[config.mk]
export PLATFORM = sky130hd
export DESIGN_NAME = trial_division_factorizer
export DESIGN_NICKNAME = d
export VERILOG_FILES = /design/src/hw/rtl/tdf_pkg.sv /design/src/hw/rtl/tdf_div.sv /design/src/hw/rtl/tdf_datapath.sv /design/src/hw/rtl/tdf_ctrl.sv /design/src/hw/rtl/trial_division_factorizer.sv
export SDC_FILE = /design/constraint.sdc
export NUM_CORES = 1
export LEC_CHECK = 0
export ABC_AREA = 0
export ABC_CLOCK_PERIOD_IN_PS = 5320
export BUFFER_PORTS_ARGS = -buffer_cell sky130_fd_sc_hd__buf_2
export CAP_MARGIN = 25
export CELL_PAD_IN_SITES_DETAIL_PLACEMENT = 0
export CELL_PAD_IN_SITES_GLOBAL_PLACEMENT = 2
export CORE_UTILIZATION = 40
export CTS_BUF_LIST = sky130_fd_sc_hd__clkbuf_8
export CTS_CLUSTER_DIAMETER = 100
export CTS_CLUSTER_SIZE = 28
export DETAILED_ROUTE_END_ITERATION = 8
export PLACE_DENSITY_LB_ADDON = 0.1
export SETUP_SLACK_MARGIN = 0.02
export SLEW_MARGIN = 0
export SYNTH_ARGS = -nofsm -noshare
export SYNTH_HDL_FRONTEND = slang
export SYNTH_SLANG_ARGS = --single-unit
export TNS_END_PERCENT = 5
[constraint.sdc]
create_clock -name clk -period 5.32 [get_ports clk]
set_input_delay 0.266 -clock clk [delete_from_list [all_inputs] [get_ports clk]]
set_output_delay 0.266 -clock clk [all_outputs]
set_load 0.005 [all_outputs]
[src/hw/rtl/tdf_pkg.sv]
// shared constants and controller/datapath interface types for the factorizer
`timescale 1ns / 1ps

package tdf_pkg;

  localparam int NUMBER_BITS = 32;
  localparam int FACTOR_BITS = 32;
  localparam int MAX_RESULTS = 32;
  localparam int COUNT_BITS  = $clog2(MAX_RESULTS);

  typedef enum logic {
    SEL_PEND = 1'b0,
    SEL_REM  = 1'b1
  } emit_sel_t;

  typedef struct packed {
    logic      load;
    logic      start;
    logic      take;
    logic      inc;
    logic      emit;
    emit_sel_t emit_sel;
    logic      emit_last;
  } cmd_t;

  typedef struct packed {
    logic below3;
    logic div_done;
    logic d_gt_q;
    logic rem_zero;
    logic r_gt1;
    logic pend_valid;
    logic inner;
    logic at_cap;
    logic out_free;
  } status_t;

endpackage

[src/hw/rtl/tdf_div.sv]
// bit-serial restoring divider, one quotient bit per cycle
`timescale 1ns / 1ps

module tdf_div #(
  parameter int WIDTH = tdf_pkg::NUMBER_BITS
) (
  input  logic             clk,
  input  logic             rst,
  input  logic             start,
  input  logic [WIDTH-1:0] dividend,
  input  logic [WIDTH-1:0] divisor,
  output logic             done,
  output logic [WIDTH-1:0] quotient,
  output logic [WIDTH-1:0] remainder
);

  localparam int CNT_BITS = $clog2(WIDTH);

  logic                run;
  logic [CNT_BITS-1:0] cnt;
  logic [WIDTH-1:0]    quo;
  logic [WIDTH-1:0]    rem;
  logic [WIDTH:0]      shifted;
  logic [WIDTH:0]      diff;

  assign shifted = {rem, quo[WIDTH-1]};
  assign diff    = shifted - {1'b0, divisor};

  always_ff @(posedge clk) begin
    if (rst) begin
      run  <= 1'b0;
      done <= 1'b0;
      cnt  <= '0;
    end else begin
      done <= 1'b0;
      if (start) begin
        run <= 1'b1;
        cnt <= CNT_BITS'(WIDTH - 1);
      end else if (run) begin
        cnt <= cnt - 1'b1;
        if (cnt == '0) begin
          run  <= 1'b0;
          done <= 1'b1;
        end
      end
    end
  end

  always_ff @(posedge clk) begin
    if (start) begin
      quo <= dividend;
      rem <= '0;
    end else if (run) begin
      // restore when the trial subtraction goes negative
      if (!diff[WIDTH]) begin
        rem <= diff[WIDTH-1:0];
        quo <= {quo[WIDTH-2:0], 1'b1};
      end else begin
        rem <= shifted[WIDTH-1:0];
        quo <= {quo[WIDTH-2:0], 1'b0};
      end
    end
  end

  assign quotient  = quo;
  assign remainder = rem;

endmodule

[src/hw/rtl/tdf_datapath.sv]
// factorizer datapath: remaining value, trial divisor, held factor, result register
`timescale 1ns / 1ps

module tdf_datapath #(
  parameter int NUMBER_BITS = tdf_pkg::NUMBER_BITS
) (
  input  logic                             clk,
  input  logic                             rst,
  input  logic [NUMBER_BITS-1:0]           number,
  input  tdf_pkg::cmd_t                    cmd,
  output tdf_pkg::status_t                 status,
  output logic [tdf_pkg::FACTOR_BITS-1:0]  factor,
  output logic                             last,
  output logic                             factor_valid,
  input  logic                             factor_ready
);

  localparam int EXT_BITS = (NUMBER_BITS > tdf_pkg::FACTOR_BITS) ?
                            NUMBER_BITS : tdf_pkg::FACTOR_BITS;

  logic [NUMBER_BITS-1:0]         remaining;
  logic [NUMBER_BITS-1:0]         divisor;
  logic [NUMBER_BITS-1:0]         pend;
  logic                           pend_valid;
  logic                           inner;
  logic [tdf_pkg::COUNT_BITS-1:0] count;
  logic [NUMBER_BITS-1:0]         quotient;
  logic [NUMBER_BITS-1:0]         remainder;
  logic                           div_done;
  logic [NUMBER_BITS-1:0]         emit_val;
  logic [EXT_BITS-1:0]            emit_ext;

  tdf_div #(.WIDTH(NUMBER_BITS)) u_div (
    .clk       (clk),
    .rst       (rst),
    .start     (cmd.start),
    .dividend  (remaining),
    .divisor   (divisor),
    .done      (div_done),
    .quotient  (quotient),
    .remainder (remainder)
  );

  always_ff @(posedge clk) begin
    if (rst) begin
      pend_valid <= 1'b0;
      inner      <= 1'b0;
      count      <= '0;
    end else if (cmd.load) begin
      pend_valid <= 1'b0;
      inner      <= 1'b0;
      count      <= '0;
    end else if (cmd.take) begin
      pend_valid <= 1'b1;
      inner      <= 1'b1;
      count      <= count + 1'b1;
    end else if (cmd.inc) begin
      inner <= 1'b0;
    end
  end

  always_ff @(posedge clk) begin
    if (cmd.load) begin
      remaining <= number;
      divisor   <= NUMBER_BITS'(2);
    end else if (cmd.take) begin
      remaining <= quotient;
      pend      <= divisor;
    end else if (cmd.inc) begin
      divisor <= divisor + 1'b1;
    end
  end

  always_comb begin
    case (cmd.emit_sel)
      tdf_pkg::SEL_REM: emit_val = remaining;
      default:          emit_val = pend;
    endcase
  end

  assign emit_ext = EXT_BITS'(emit_val);

  always_ff @(posedge clk) begin
    if (rst) begin
      factor_valid <= 1'b0;
    end else if (cmd.emit) begin
      factor_valid <= 1'b1;
    end else if (factor_ready) begin
      factor_valid <= 1'b0;
    end
  end

  always_ff @(posedge clk) begin
    if (cmd.emit) begin
      factor <= emit_ext[tdf_pkg::FACTOR_BITS-1:0];
      last   <= cmd.emit_last;
    end
  end

  assign status.below3     = (number < NUMBER_BITS'(3));
  assign status.div_done   = div_done;
  assign status.d_gt_q     = (divisor > quotient);
  assign status.rem_zero   = (remainder == '0);
  assign status.r_gt1      = (remaining > NUMBER_BITS'(1));
  assign status.pend_valid = pend_valid;
  assign status.inner      = inner;
  assign status.at_cap     = (count == tdf_pkg::COUNT_BITS'(tdf_pkg::MAX_RESULTS - 1));
  assign status.out_free   = !factor_valid || factor_ready;

endmodule

[src/hw/rtl/tdf_ctrl.sv]
// factorizer controller: sequences trial divisions and result emission
`timescale 1ns / 1ps

module tdf_ctrl (
  input  logic             clk,
  input  logic             rst,
  input  logic             number_valid,
  output logic             number_ready,
  input  tdf_pkg::status_t status,
  output tdf_pkg::cmd_t    cmd
);

  typedef enum logic [5:0] {
    ST_IDLE   = 6'b000001,
    ST_START  = 6'b000010,
    ST_DIV    = 6'b000100,
    ST_CHECK  = 6'b001000,
    ST_LAST_P = 6'b010000,
    ST_LAST_R = 6'b100000
  } state_t;

  state_t state;
  state_t state_next;

  always_ff @(posedge clk) begin
    if (rst) begin
      state <= ST_IDLE;
    end else begin
      state <= state_next;
    end
  end

  assign number_ready = (state == ST_IDLE);

  always_comb begin
    cmd        = '0;
    state_next = state;
    unique case (state)
      ST_IDLE: begin
        if (number_valid) begin
          cmd.load   = 1'b1;
          state_next = status.below3 ? ST_LAST_R : ST_START;
        end
      end
      ST_START: begin
        cmd.start  = 1'b1;
        state_next = ST_DIV;
      end
      ST_DIV: begin
        if (status.div_done) begin
          state_next = ST_CHECK;
        end
      end
      ST_CHECK: begin
        if (!status.inner && status.d_gt_q) begin
          // trials done, leftover above one is itself prime
          if (!status.r_gt1) begin
            state_next = ST_LAST_P;
          end else if (!status.pend_valid) begin
            state_next = ST_LAST_R;
          end else if (status.out_free) begin
            cmd.emit     = 1'b1;
            cmd.emit_sel = tdf_pkg::SEL_PEND;
            state_next   = ST_LAST_R;
          end
        end else if (status.rem_zero) begin
          // held factor goes out once the next one is known
          if (!status.pend_valid || status.out_free) begin
            cmd.emit     = status.pend_valid;
            cmd.emit_sel = tdf_pkg::SEL_PEND;
            cmd.take     = 1'b1;
            state_next   = status.at_cap ? ST_LAST_P : ST_START;
          end
        end else begin
          cmd.inc    = 1'b1;
          state_next = ST_START;
        end
      end
      ST_LAST_P: begin
        if (status.out_free) begin
          cmd.emit      = 1'b1;
          cmd.emit_sel  = tdf_pkg::SEL_PEND;
          cmd.emit_last = 1'b1;
          state_next    = ST_IDLE;
        end
      end
      ST_LAST_R: begin
        if (status.out_free) begin
          cmd.emit      = 1'b1;
          cmd.emit_sel  = tdf_pkg::SEL_REM;
          cmd.emit_last = 1'b1;
          state_next    = ST_IDLE;
        end
      end
      default: begin
        state_next = ST_IDLE;
      end
    endcase
  end

endmodule

[src/hw/rtl/trial_division_factorizer.sv]
// top level of the trial-division prime factorizer
//
//   channel   signals                        direction  content
//   number    number_valid/ready, number     in         value to factor
//   factor    factor_valid/ready, factor     out        prime factor, last flag
//
// each trial is one bit-serial division of the remaining value; trials run up
// to the square root of the value plus one per factor found, so a 32-bit prime
// takes up to ~65536 trials. inputs below three skip the trials.
// reset needs no clearing pass; one request is worked at a time.
// a full result register holds the controller until the result is taken.
`timescale 1ns / 1ps

module trial_division_factorizer #(
  parameter int NUMBER_BITS = tdf_pkg::NUMBER_BITS
) (
  input  logic                            clk,
  input  logic                            rst,
  input  logic [NUMBER_BITS-1:0]          number,
  input  logic                            number_valid,
  output logic                            number_ready,
  output logic [tdf_pkg::FACTOR_BITS-1:0] factor,
  output logic                            last,
  output logic                            factor_valid,
  input  logic                            factor_ready
);

  tdf_pkg::cmd_t    cmd;
  tdf_pkg::status_t status;

  tdf_ctrl u_ctrl (
    .clk          (clk),
    .rst          (rst),
    .number_valid (number_valid),
    .number_ready (number_ready),
    .status       (status),
    .cmd          (cmd)
  );

  tdf_datapath #(.NUMBER_BITS(NUMBER_BITS)) u_dp (
    .clk          (clk),
    .rst          (rst),
    .number       (number),
    .cmd          (cmd),
    .status       (status),
    .factor       (factor),
    .last         (last),
    .factor_valid (factor_valid),
    .factor_ready (factor_ready)
  );

endmodule

==> metrics.md, run 1 <==
| Metric | Value |
|---|---|
| Status | finished clean |
| Clock group share of total power | 13.5% |
| Gr ovfl total | 0 |
| N_diodes | 0 |
| Detailed Route WL | 30.10 mm |
| Yosys cell types | 63 |
| Finished Cell Area | 12770 µm² |
| Total power | 6.166 mW |
| Area growth, synth to finish | 10.73% |
| Num CTS Buffers | 13 |
| Worst Clk Skew | 0.08709 ns |
| Seq/Total Area, Yosys | 48.33% |
| Final hold vios | 0 |
| Final worst path period share | 73.55% |
| DRT iter0 DRCs | 594 |
| Top Family by Delay on Critical Path | compound AO/OA/AOI/OAI gates |
| Max Root-Sink Buffers | 3 |
| Horiz. Die Dim | 171.8 µm |
| Clk root buf | clkbuf_8 |
| Area of the multi-input gates | 5560 µm² |
| Skew-Pair Late Insertion Delay | 0.57 ns |
| Crit path DAT | 4.33 ns |
| Avg WL per Cell | 19.12 µm |
| Clock transition at path regs | 0.16 ns |
| Post-route DRC violation count | 0 |
| Num rows | 61 |
| # Max-Cap Violations | 0 |
| Max Fclk | 255.6 MHz |
| Combinational power share | 47.6% |
| GRT Total Usage | 20.70% |
| VDD IR max | 0.2472 mV |
| Sw Share | 40.54% |
| Crit-path max FO | 11 |
| Power per Cell Area | 482.7 nW/µm² |
| Largest net degree at the start of global routing | 93 |
| Leak Pwr | 4.900 nW |
| CTS tree | done |
| Initial Utilization | 41.07% |
| Syn. warnings | 0 |
| Post-detailed-route count of antenna-violating nets | 0 |
| Worst path bufs/invs | 0 |
| Placed Area | 12310 µm² |
| FILL cells | 2793 |
| FF+latch area | 5575 µm² |
| DR vias/cell | 5.364 |
| Vias in the first global route | 8085 |
| Die height | 171.8 µm |
| Critical Path Source Type | flip-flop |
| Setup ws final | 1.407 ns |
| Critical Path, Cell by Cell | ha_1, a21o_1, a21o_1, a21oi_2, o211ai_1, a221o_1, a211o_4, a2111oi_4, nand3_1, or3_1, a21oi_1 |
| Setup violations, final | 0 |
| Pre-antenna DRT Iters | 5 |
| TritonCTS sink count | 214 |
| CTS H-tree depth | 1 |
| Max incr delay on CP | 0.67 ns |
| Place WS | 1.483 ns |
| DPL Wire Length | 21.61 mm |
| EDFF count, synth | 129 |
| Top_reg_cell synth | edfxtp_1 |
| First-pass GRT wire length | 46.45 mm |
| I/O pin count | 71 |
| CP most frequent cell | a21o_1 |
| Placer Congestion | 0.8149 |
| Cell count after synthesis | 1113 |
| Crit end category | flip-flop |
| Async SR Flop Fraction | 0% |
| Pint | 3.666 mW |
| Least-Margin Pin Slew | 1.005 ns |
| Final nets | 1295 |
| Syn Area/Cell | 10.36 µm² |
| Switching power | 2.500 mW |
| Synth Cell Area | 11530 µm² |
| Fin crit period | 3.913 ns |
| Slowest CP cell | a2111oi_4 |
| Ratio of cells with drive above 1 in the final layout | 15.05% |
| Yosys reg bits | 214 |
| Die area | 29520 µm² |
| Crit Path Category | reg -> reg |
| Syn Nets | 1219 |
| DR vias | 8443 |
| Core Region | 28090 µm² |
| Unrepaired setup endpoints after global routing | no |
| CP required | 5.73 ns |
| Slew Limit Fails | 0 |
| Type of the tightest min-delay check | in -> reg |
| IO buf count | 70 |
| Reg power frac | 38.9% |
| Slew HR | 33.03% |
| Setup TNS Final | 0 ns |
| Initial antenna violation count | 0 |
[routing by layer]
layer	global-route usage (%)	vias to the layer above	share of wire, %
met5	0	-	0
met3	1.910	22	3.1
met4	3.386	0	1.2
met2	33.29	148	44
met1	30.50	4021	51
li1	-	4252	-
[cell type report]
class | count | area share, %
Sequential cell | 214 | 43.65
Multi-Input combinational cell | 787 | 43.53
Timing Repair Buffer | 100 | 4.977
Tap cell | 378 | 3.703
Inverter | 73 | 2.145
Clock buffer | 13 | 1.401
Clock inverter | 9 | 0.5878
[cells in the mapped netlist (28+ instances only)]
| library cell | number | share of area [%] |
|---|---|---|
| clkbuf_1 | 29 | 0.94 |
| inv_1 | 73 | 2.4 |
| dfxtp_1 | 85 | 15 |
| nand2_1 | 95 | 3.1 |
| a21o_1 | 28 | 1.8 |
| ha_1 | 69 | 7.5 |
| mux2i_1 | 31 | 2.7 |
| o21ai_0 | 92 | 4.0 |
| xnor2_1 | 39 | 3.0 |
| edfxtp_1 | 129 | 34 |
| nor2_1 | 60 | 2.0 |
| a21oi_1 | 70 | 3.0 |
| mux2_2 | 65 | 6.3 |
[cells in the final DEF (no fill, tap or decap), types with 3 or more instances in the layout]
cell	count
a31oi_1	8
xor2_1	13
dlygate4sd3_1	19
a211oi_1	9
nand4_1	26
mux2_2	65
and3_1	6
xnor2_1	38
ha_1	69
dfxtp_1	85
a211o_1	3
buf_2	70
edfxtp_1	129
o21bai_1	3
mux2i_1	31
o21a_1	7
nor3_1	15
nand2_1	94
nor4_1	26
o211ai_1	12
nor3b_1	5
clkbuf_8	13
inv_1	75
nor2b_1	8
or3_1	17
nand3_1	24
a21o_1	28
o21ai_0	92
or2_2	3
nand3b_1	5
nor2_1	60
a21oi_1	70
buf_4	10
and2_1	8
[what timing repair did]
action,CTS,global route
resized for setup,0,0
hold buffers,19,0
hold endpoints to repair,19,0
setup buffers,0,0
[tightest hold or removal path, stage by stage]
cell     delay, ns
buf_2         0.09
nand2_1       0.06
o21ai_0       0.06
[power by group through the flow]
stage / combinational (mW) / clock (mW) / sequential, mW
global route: 3.28 / 0.909 / 2.44
floorplan: 2.29 / 0 / 2.32
detailed placement: 2.93 / 0 / 2.44
finish: 2.93 / 0.832 / 2.40
global placement: 2.95 / 0 / 2.44
CTS: 2.96 / 0.863 / 2.40
[cell families after synthesis]
logic type      after synthesis  synth area share, %
mux                          96                9.036
simple gates                313                13.57
buf+inv                     112                3.699
compound gates              256                13.75
xor+xnor                     52                3.948
flops                       214                48.33
fa+ha+maj                    70                7.658
[sequential cells by signal, summed over array words and instances, names as in the netlist, 5 cells and up]
register              count
u_dp.divisor             32
u_dp.factor              32
u_dp.pend                32
u_dp.remaining           32
u_dp.u_div.quotient      32
u_dp.u_div.remainder     32
u_ctrl.state              6
u_dp.count                5
u_dp.u_div.cnt            5
[final timing paths]
path / from / end / slack (ns) / depth (start not counted)
hold / removal: number[17] / u_dp.remaining[17]$_DFFE_PP_ / 0.02 / 3
setup / recovery: u_dp.divisor[25]$_SDFFE_PP0P_ / u_dp.divisor[30]$_SDFFE_PP0P_ / 1.41 / 11
setup reg to reg: u_dp.divisor[25]$_SDFFE_PP0P_ / u_dp.divisor[30]$_SDFFE_PP0P_ / 1.41 / 11
hold reg to reg: u_dp.u_div.done$_SDFF_PP0_ / u_ctrl.state[2]$_SDFFE_PP0P_ / 0.44 / 3
[metrics by stage]
| stage | hold slack (ns) | utilization [%] | instances |
|---|---|---|---|
| 6_report | 0.02468 | 45.47 | 1574 |
| 4_1_cts | 0.0009913 | 45.40 | 1573 |
| 2_1_floorplan | 0.3417 | - | 1113 |
| 3_3_place_gp | 0.4821 | 43.82 | 1532 |
| 5_1_grt | 0.008791 | 45.47 | 1574 |
| 3_5_place_dp | 0.4941 | 43.82 | 1532 |
No activity file was read; power rests on OpenSTA's default activity.
==> run 2: changes to the inputs <==
--- a/config.mk
+++ b/config.mk
@@ -6,7 +6,7 @@
 export NUM_CORES = 1
 export LEC_CHECK = 0
 export ABC_AREA = 0
-export ABC_CLOCK_PERIOD_IN_PS = 5320
+export ABC_CLOCK_PERIOD_IN_PS = 4000
 export BUFFER_PORTS_ARGS = -buffer_cell sky130_fd_sc_hd__buf_2
 export CAP_MARGIN = 25
 export CELL_PAD_IN_SITES_DETAIL_PLACEMENT = 0
==> constraint.sdc (replaced) <==
create_clock -name clk -period 4 [get_ports clk]
set_input_delay 0.2 -clock clk [delete_from_list [all_inputs] [get_ports clk]]
set_output_delay 0.2 -clock clk [all_outputs]
set_load 0.005 [all_outputs]
==> run 2 against run 1 <==
Compared with the run above: fmax rose by 6.4%; critical path depth did not move; global-route usage rose by 0.23 points; clock-buffer cell count did not move; first-iteration DRC count rose by 4.0%; via count rose by 3.1%; routed wire length rose by 2.1%; sequential power rose by 32%; sequential share of layout area fell by 1.4 points; largest power group unchanged; critical path type unchanged; worst setup slack got worse by 1.1 ns; final area rose by 3.4%; flip-flop and latch count did not move.
==> metrics.md, run 2 (synthesis gave the netlist of run 1 again) <==
| Metric | Value |
|---|---|
| Status | finished clean |
| Die area | 29520 µm² (unchanged) |
| Clk root buf | clkbuf_8 |
| Pre-antenna DRT Iters | 5 (unchanged) |
| CP most frequent cell | a21o_1 |
| TritonCTS sink count | 214 (unchanged) |
| Hold Path Sink | u_dp.factor_valid$_SDFFE_PP0P_ |
| Post-route DRC violation count | 0 (unchanged) |
| Ratio of cells with drive above 1 in the final layout | 17.15% (+2.1 points) |
| Final Hold Slack | 0.02464 ns (-0.00003900 ns) |
| Final nets | 1342 (+3.6%) |
| N_diodes | 0 (unchanged) |
| Num rows | 61 (unchanged) |
| Setup TNS Final | 0 ns (unchanged) |
| FF-to-FF path depth | 11 (unchanged) |
| R2R Setup Slk | 0.32 ns (-1.08 ns) |
| Final worst path period share | 91.94% (+18 points) |
| CTS H-tree depth | 1 (unchanged) |
| Least-Margin Pin Slew | 0.8240 ns (-0.1806 ns) |
| Post-detailed-route count of antenna-violating nets | 0 (unchanged) |
| Min-delay src | rst |
| Skew-Pair Late Insertion Delay | 0.54 ns (-0.03 ns) |
| Initial Utilization | 41.07% (unchanged) |
| DR vias | 8706 (+3.1%) |
| Max incr delay on CP | 0.52 ns (-0.15 ns) |
| Power per Cell Area | 650.3 nW/µm² (+35%) |
| Die height | 171.8 µm (unchanged) |
| Type of the tightest min-delay check | in -> reg |
| Max Root-Sink Buffers | 3 (unchanged) |
| Crit Path Category | reg -> reg |
| CP required | 4.49 ns (-1.24 ns) |
| IO buf count | 70 (unchanged) |
| WHS Path Cells | 2 (-1) |
| Most common cell after layout, fill and taps aside | edfxtp_1 |
| Largest net degree at the start of global routing | 59 (-37%) |
| Slew HR | 45.06% (+12 points) |
| DPL Wire Length | 22.26 mm (+3.0%) |
| Horiz. Die Dim | 171.8 µm (unchanged) |
| Clock group share of total power | 13.1% (-0.4 points) |
| DRT iter0 DRCs | 618 (+4.0%) |
| Worst Clk Skew | 0.02953 ns (-0.05756 ns) |
| Crit end category | flip-flop |
| Max Fclk | 271.9 MHz (+6.4%) |
| Initial antenna violation count | 0 (unchanged) |
| Critical Path Source Type | flip-flop |
| DR vias/cell | 5.374 (+0.19%) |
| Critical Path, Cell by Cell | ha_1, a21o_1, a21o_1, a21oi_2, o211ai_1, a221o_1, a211o_4, a2111oi_4, nand3_1, or3_1, a21oi_1 |
| Vias in the first global route | 8389 (+3.8%) |
| Slowest CP cell | dfxtp_1 |
| Num CTS Buffers | 12 (-1) |
| Gr ovfl total | 0 (unchanged) |
| Placer Congestion | 0.7728 (-5.2%) |
| Unrepaired setup endpoints after global routing | no |
| Most frequent cells in the layout | 129 x edfxtp_1, 94 x nand2_1, 92 x o21ai_0 |
| Slew Limit Fails | 0 (unchanged) |
| Fin crit period | 3.678 ns (-0.2351 ns) |
| Detailed Route WL | 30.72 mm (+2.1%) |
| Pint | 5.147 mW (+40%) |
| Sw Share | 40.07% (-0.48 points) |
| Leak Pwr | 5.156 nW (+5.2%) |
| VDD IR max | 0.4503 mV (+82%) |
| # Max-Cap Violations | 0 (unchanged) |
| Worst R2R Start | u_dp.divisor[25]$_SDFFE_PP0P_ |
| R2R Path End | u_dp.divisor[24]$_SDFFE_PP0P_ |
| Avg WL per Cell | 18.96 µm (-0.83%) |
| Crit path DAT | 4.16 ns (-0.17 ns) |
| FILL cells | 2725 (-2.4%) |
| Reg power frac | 37.0% (-1.9 points) |
| CTS tree | done |
| First-pass GRT wire length | 47.25 mm (+1.7%) |
| Clock transition at path regs | 0.16 ns (about the same) |
| Crit-path max FO | 11 (unchanged) |
| I/O pin count | 71 (unchanged) |
| Area growth, synth to finish | 14.49% |
| Core Region | 28090 µm² (unchanged) |
| Combinational power share | 49.9% (+2.3 points) |
| Setup violations, final | 0 (unchanged) |
| Switching power | 3.441 mW (+38%) |
| Final hold vios | 0 (unchanged) |
| GRT Total Usage | 20.93% (+0.23 points) |
-- run 2: changes by cell type in the layout (fill, tap and decap cells not counted), sizes merged --
cell,previous run,this run
buf,81,118
dlygate4sd3,19,30
clkinv,3,1
clkinvlp,2,0
inv,76,78
-- run 2: cell type report --
type	instances	area, µm²	share of cell area, %
clock buffers	13	178.9	1.355
clock inverters	7	77.57	0.5874
inverters	73	274.0	2.075
multi-input cells	787	5567	42.15
flip-flops and latches	214	5575	42.22
well taps	378	473.0	3.581
repair buffers	148	1061	8.034
-- run 2: critical path, delay by kind of cell (launching register included) --
family / cells / cell delay, ns
compound gates: 8 / 1.94
simple gates: 2 / 0.85
flops: 1 / 0.52
fa+ha+maj: 1 / 0.31
-- run 2: what timing repair did --
action,in CTS,in global routing
hold buffers,30,0
buffers inserted,0,6
resized for setup,0,1
endpoints found under the setup margin,0,23
endpoints found under the hold margin,30,0
-- run 2: per-layer routing --
layer  track usage [%]  wire [µm]  vias up  share of wire, %
met2             34.06      13770      148                45
li1                  -          -     4340                 -
met4             3.732        427        0               1.4
met3             1.887        863       27               2.8
met5                 0          0        -                 0
met1             30.39      15660     4191                51
-- run 2: worst max-delay path by stage --
| stage | from | end | slack (ns) | cells past startpoint |
|---|---|---|---|---|
| finish | u_dp.divisor[25]$_SDFFE_PP0P_ | u_dp.divisor[24]$_SDFFE_PP0P_ | 0.32 | 11 |
| global route | u_dp.u_div.quotient[31]$_DFFE_PP_ | u_dp.u_div.remainder[29]$_SDFFE_PP0P_ | 0.03 | 14 |
| CTS | u_dp.u_div.quotient[31]$_DFFE_PP_ | u_dp.u_div.remainder[29]$_SDFFE_PP0P_ | 0.10 | 14 |
| detailed placement | u_dp.u_div.quotient[31]$_DFFE_PP_ | u_dp.u_div.remainder[29]$_SDFFE_PP0P_ | 0.16 | 14 |
| global placement | u_dp.u_div.quotient[31]$_DFFE_PP_ | u_dp.u_div.remainder[27]$_SDFFE_PP0P_ | 0.27 | 14 |
| floorplan | u_dp.u_div.quotient[25]$_DFFE_PP_ | u_dp.remaining[0]$_DFFE_PP_ | -0.34 | 10 |
-- run 2: through the flow --
stage,power (mW),area (µm²),util [%],setup slack [ns],cells
2_1_floorplan,6.135,11530,-,-0.3435,1113
3_3_place_gp,7.348,12590,44.84,0.2693,1564
3_5_place_dp,7.324,12590,44.84,0.1607,1564
4_1_cts,8.480,13150,46.82,0.1032,1614
5_1_grt,9.214,13210,47.02,0.03479,1620
6_report,8.588,13210,47.02,0.3222,1620
-- run 2: power groups by stage --
| stage | clock network (mW) | logic, mW | registers (mW) |
|---|---|---|---|
| 2_1_floorplan | 0 | 3.04 | 3.09 |
| 5_1_grt | 1.23 | 4.76 | 3.22 |
| 4_1_cts | 1.16 | 4.14 | 3.17 |
| 3_5_place_dp | 0 | 4.10 | 3.22 |
| 6_report | 1.13 | 4.29 | 3.17 |
| 3_3_place_gp | 0 | 4.12 | 3.23 |
==> run 3: changes to the inputs <==
--- a/config.mk
+++ b/config.mk
@@ -14,9 +14,9 @@
 export CORE_UTILIZATION = 40
 export CTS_BUF_LIST = sky130_fd_sc_hd__clkbuf_8
 export CTS_CLUSTER_DIAMETER = 100
-export CTS_CLUSTER_SIZE = 28
 export DETAILED_ROUTE_END_ITERATION = 8
-export PLACE_DENSITY_LB_ADDON = 0.1
+export HOLD_SLACK_MARGIN = 0.05
+export PLACE_DENSITY = 0.8
 export SETUP_SLACK_MARGIN = 0.02
 export SLEW_MARGIN = 0
 export SYNTH_ARGS = -nofsm -noshare
==> run 3 against run 2 <==
Compared with the run above: routed wire length decreased by 0.41%; final cell count up 2.1%; worst setup slack gained 0.029 ns; sequential share of layout area down 1.2 points; total power grew 8.5%; global-route usage rose by 0.17 points; first-iteration DRC count shrank 5.7%; non-clock buffer count fell by 17.
==> metrics.md, run 3 (synthesis gave the netlist of run 1 again) <==
| Metric | Value |
|---|---|
| I/O pin count | 71 (unchanged) |
| Setup TNS Final | 0 ns (unchanged) |
| DPL Wire Length | 21.67 mm (-2.6%) |
| First-pass GRT wire length | 47.79 mm (+1.1%) |
| Max Root-Sink Buffers | 3 (unchanged) |
| Placer Congestion | 0.8578 (+11%) |
| Detailed Route WL | 30.60 mm (-0.41%) |
| WHS Path Cells | 4 (+2) |
| Most common cell after layout, fill and taps aside | edfxtp_1 |
| Crit end category | flip-flop |
| DR vias/cell | 5.356 (-0.33%) |
| DRT iter0 DRCs | 583 (-5.7%) |
| Type of the tightest min-delay check | in -> reg |
| Clock transition at path regs | 0.06 ns (-0.10 ns) |
| Post-detailed-route count of antenna-violating nets | 0 (unchanged) |
| Most frequent cells in the layout | 129 x edfxtp_1, 94 x nand2_1, 92 x o21ai_0 |
| DR vias | 8859 (+1.8%) |
| Max incr delay on CP | 0.46 ns (-0.06 ns) |
| Num CTS Buffers | 39 (+27) |
| Clk root buf | clkbuf_8 |
| Slew Limit Fails | 0 (unchanged) |
| Vias in the first global route | 8766 (+4.5%) |
| Area growth, synth to finish | 17.96% |
| Setup violations, final | 0 (unchanged) |
| Placed Cells incl. Taps | 1549 (-0.96%) |
| Leak Pwr | 5.373 nW (+4.2%) |
| Final hold vios | 0 (unchanged) |
| Unrepaired setup endpoints after global routing | no |
| R2R Setup Slk | 0.35 ns (+0.03 ns) |
| Status | finished clean |
| Final nets | 1352 (+0.75%) |
| Avg WL per Cell | 18.50 µm (-2.5%) |
| N_diodes | 0 (unchanged) |
| CTS-repair resized insts | 0 (unchanged) |
| Post-route DRC violation count | 0 (unchanged) |
| Skew-Pair Late Insertion Delay | 0.55 ns (about the same) |
| Initial antenna violation count | 0 (unchanged) |
| Fin crit period | 3.649 ns (-0.02855 ns) |
| Die height | 171.8 µm (unchanged) |
| Max Fclk | 274.0 MHz (+0.78%) |
| Worst path bufs/invs | 2 (+2) |
| # Max-Cap Violations | 0 (unchanged) |
| Largest net degree at the start of global routing | 93 (+58%) |
| Ratio of cells with drive above 1 in the final layout | 18.18% (+1.0 points) |
| Min-delay src | factor_ready |
| Initial Utilization | 41.07% (unchanged) |
| Core Region | 28090 µm² (unchanged) |
| CP most frequent cell | o21ai_0 |
| Crit-path max FO | 17 (+6) |
| IO buf count | 70 (unchanged) |
| Worst Clk Skew | 0.02862 ns (-0.0009135 ns) |
| R2R Path End | u_dp.u_div.remainder[8]$_SDFFE_PP0P_ |
| VDD IR max | 0.3956 mV (-12%) |
| Horiz. Die Dim | 171.8 µm (unchanged) |
| Critical Path Source Type | flip-flop |
| Slowest CP cell | nor3_1 |
| TritonCTS sink count | 214 (unchanged) |
| CP required | 4.38 ns (-0.11 ns) |
| CTS tree | done |
| Top Family by Delay on Critical Path | compound AO/OA/AOI/OAI gates |
| Final cell count without fillers | 1654 (+2.1%) |
| Hold Path Sink | u_dp.factor_valid$_SDFFE_PP0P_ |
| Slew HR | 46.40% (+1.3 points) |
| Crit path DAT | 4.02 ns (-0.14 ns) |
| Crit Path Category | reg -> reg |
| Worst R2R Start | u_dp.u_div.quotient[31]$_DFFE_PP_ |
| CTS H-tree depth | 2 (+1) |
| Final worst path period share | 91.23% (-0.71 points) |
| Pre-antenna DRT Iters | 5 (unchanged) |
| Critical Path, Cell by Cell | inv_1, ha_1, fa_1, nor2b_1, o21a_1, o211ai_1, a211oi_1, nor3_1, o21ai_0, o21ai_1, xnor2_2, buf_4, mux2i_1, o21ai_0 |
| Power per Cell Area | 685.0 nW/µm² (+5.3%) |
| FF-to-FF path depth | 14 (+3) |
| Total power | 9.321 mW (+8.5%) |
| Least-Margin Pin Slew | 0.8022 ns (-0.02184 ns) |
| Num rows | 61 (unchanged) |
| Die area | 29520 µm² (unchanged) |
| Gr ovfl total | 0 (unchanged) |
| GRT Total Usage | 21.10% (+0.17 points) |
==> run 3: cell count changes in the layout (fill, tap and decap cells not counted), sizes merged, moves of 4 or more <==
cell	delta
clkbuf	+32
buf	-21
clkinv	+9
inv	+8
dlygate4sd3	+4
==> run 3: repair_timing <==
action | 4_1_cts | 5_1_grt
hold buffers | 34 | 0
setup buffers | 0 | 0
endpoints found under the hold margin | 44 | 0
==> run 3: through the flow <==
stage | setup WS [ns] | hold WS (ns) | cell area, µm² | util (%)
final | 0.3508 | 0.1292 | 13610 | 48.45
after global routing | 0.06993 | 0.1676 | 13610 | 48.45
after CTS | 0.3073 | 0.09774 | 13610 | 48.45
after detailed placement | 0.3386 | 0.4987 | 12470 | 44.39
after global placement | 0.3830 | 0.4809 | 12470 | 44.39
after floorplan | -0.3435 | 0.2757 | 11530 | -
==> run 3: worst register-to-register path, stage by stage, from the launching register on <==
cell	delay [ns]
edfxtp_1	0.41
inv_1	0.18
ha_1	0.23
fa_1	0.22
nor2b_1	0.06
o21a_1	0.18
o211ai_1	0.29
a211oi_1	0.18
nor3_1	0.46
o21ai_0	0.23
o21ai_1	0.24
xnor2_2	0.14
buf_4	0.34
mux2i_1	0.22
o21ai_0	0.09
==> run 3: area by class of cell <==
class                   count  area (µm²)
fillers                  2644       14480
flip-flops and latches    214        5575
multi-input cells         787        5555
repair buffers            131       930.9
clock buffers              45       619.3
well taps                 378       473.0
inverters                  73       274.0
clock inverters            26       178.9
==> run 3: worst max path at each step <==
stage                                       from                                     to  slack (ns)  cells past startpoint
2_1_floorplan  u_dp.u_div.quotient[25]$_DFFE_PP_            u_dp.remaining[0]$_DFFE_PP_       -0.34                     10
3_3_place_gp   u_dp.u_div.quotient[31]$_DFFE_PP_  u_dp.u_div.remainder[27]$_SDFFE_PP0P_        0.38                     14
3_5_place_dp       u_dp.divisor[25]$_SDFFE_PP0P_          u_dp.divisor[24]$_SDFFE_PP0P_        0.34                     11
4_1_cts            u_dp.divisor[25]$_SDFFE_PP0P_          u_dp.divisor[24]$_SDFFE_PP0P_        0.31                     11
5_1_grt        u_dp.u_div.quotient[31]$_DFFE_PP_  u_dp.u_div.remainder[26]$_SDFFE_PP0P_        0.07                     14
6_report       u_dp.u_div.quotient[31]$_DFFE_PP_   u_dp.u_div.remainder[8]$_SDFFE_PP0P_        0.35                     14
==> run 3: power breakdown <==
group	switching, mW	internal [mW]	total (mW)	leakage (nW)
clock network	0.952	1.17	2.12	0.455
registers	0.351	2.84	3.19	1.88
logic	2.28	1.73	4.01	3.04
==> run 3: metal layers <==
metal | track usage (%) | routed length (µm) | vias to the layer above
li1 | - | - | 4381
met1 | 29.03 | 14920 | 4258
met2 | 34.68 | 14020 | 181
met3 | 2.876 | 1128 | 39
met4 | 5.656 | 527 | 0
met5 | 0 | 0 | -
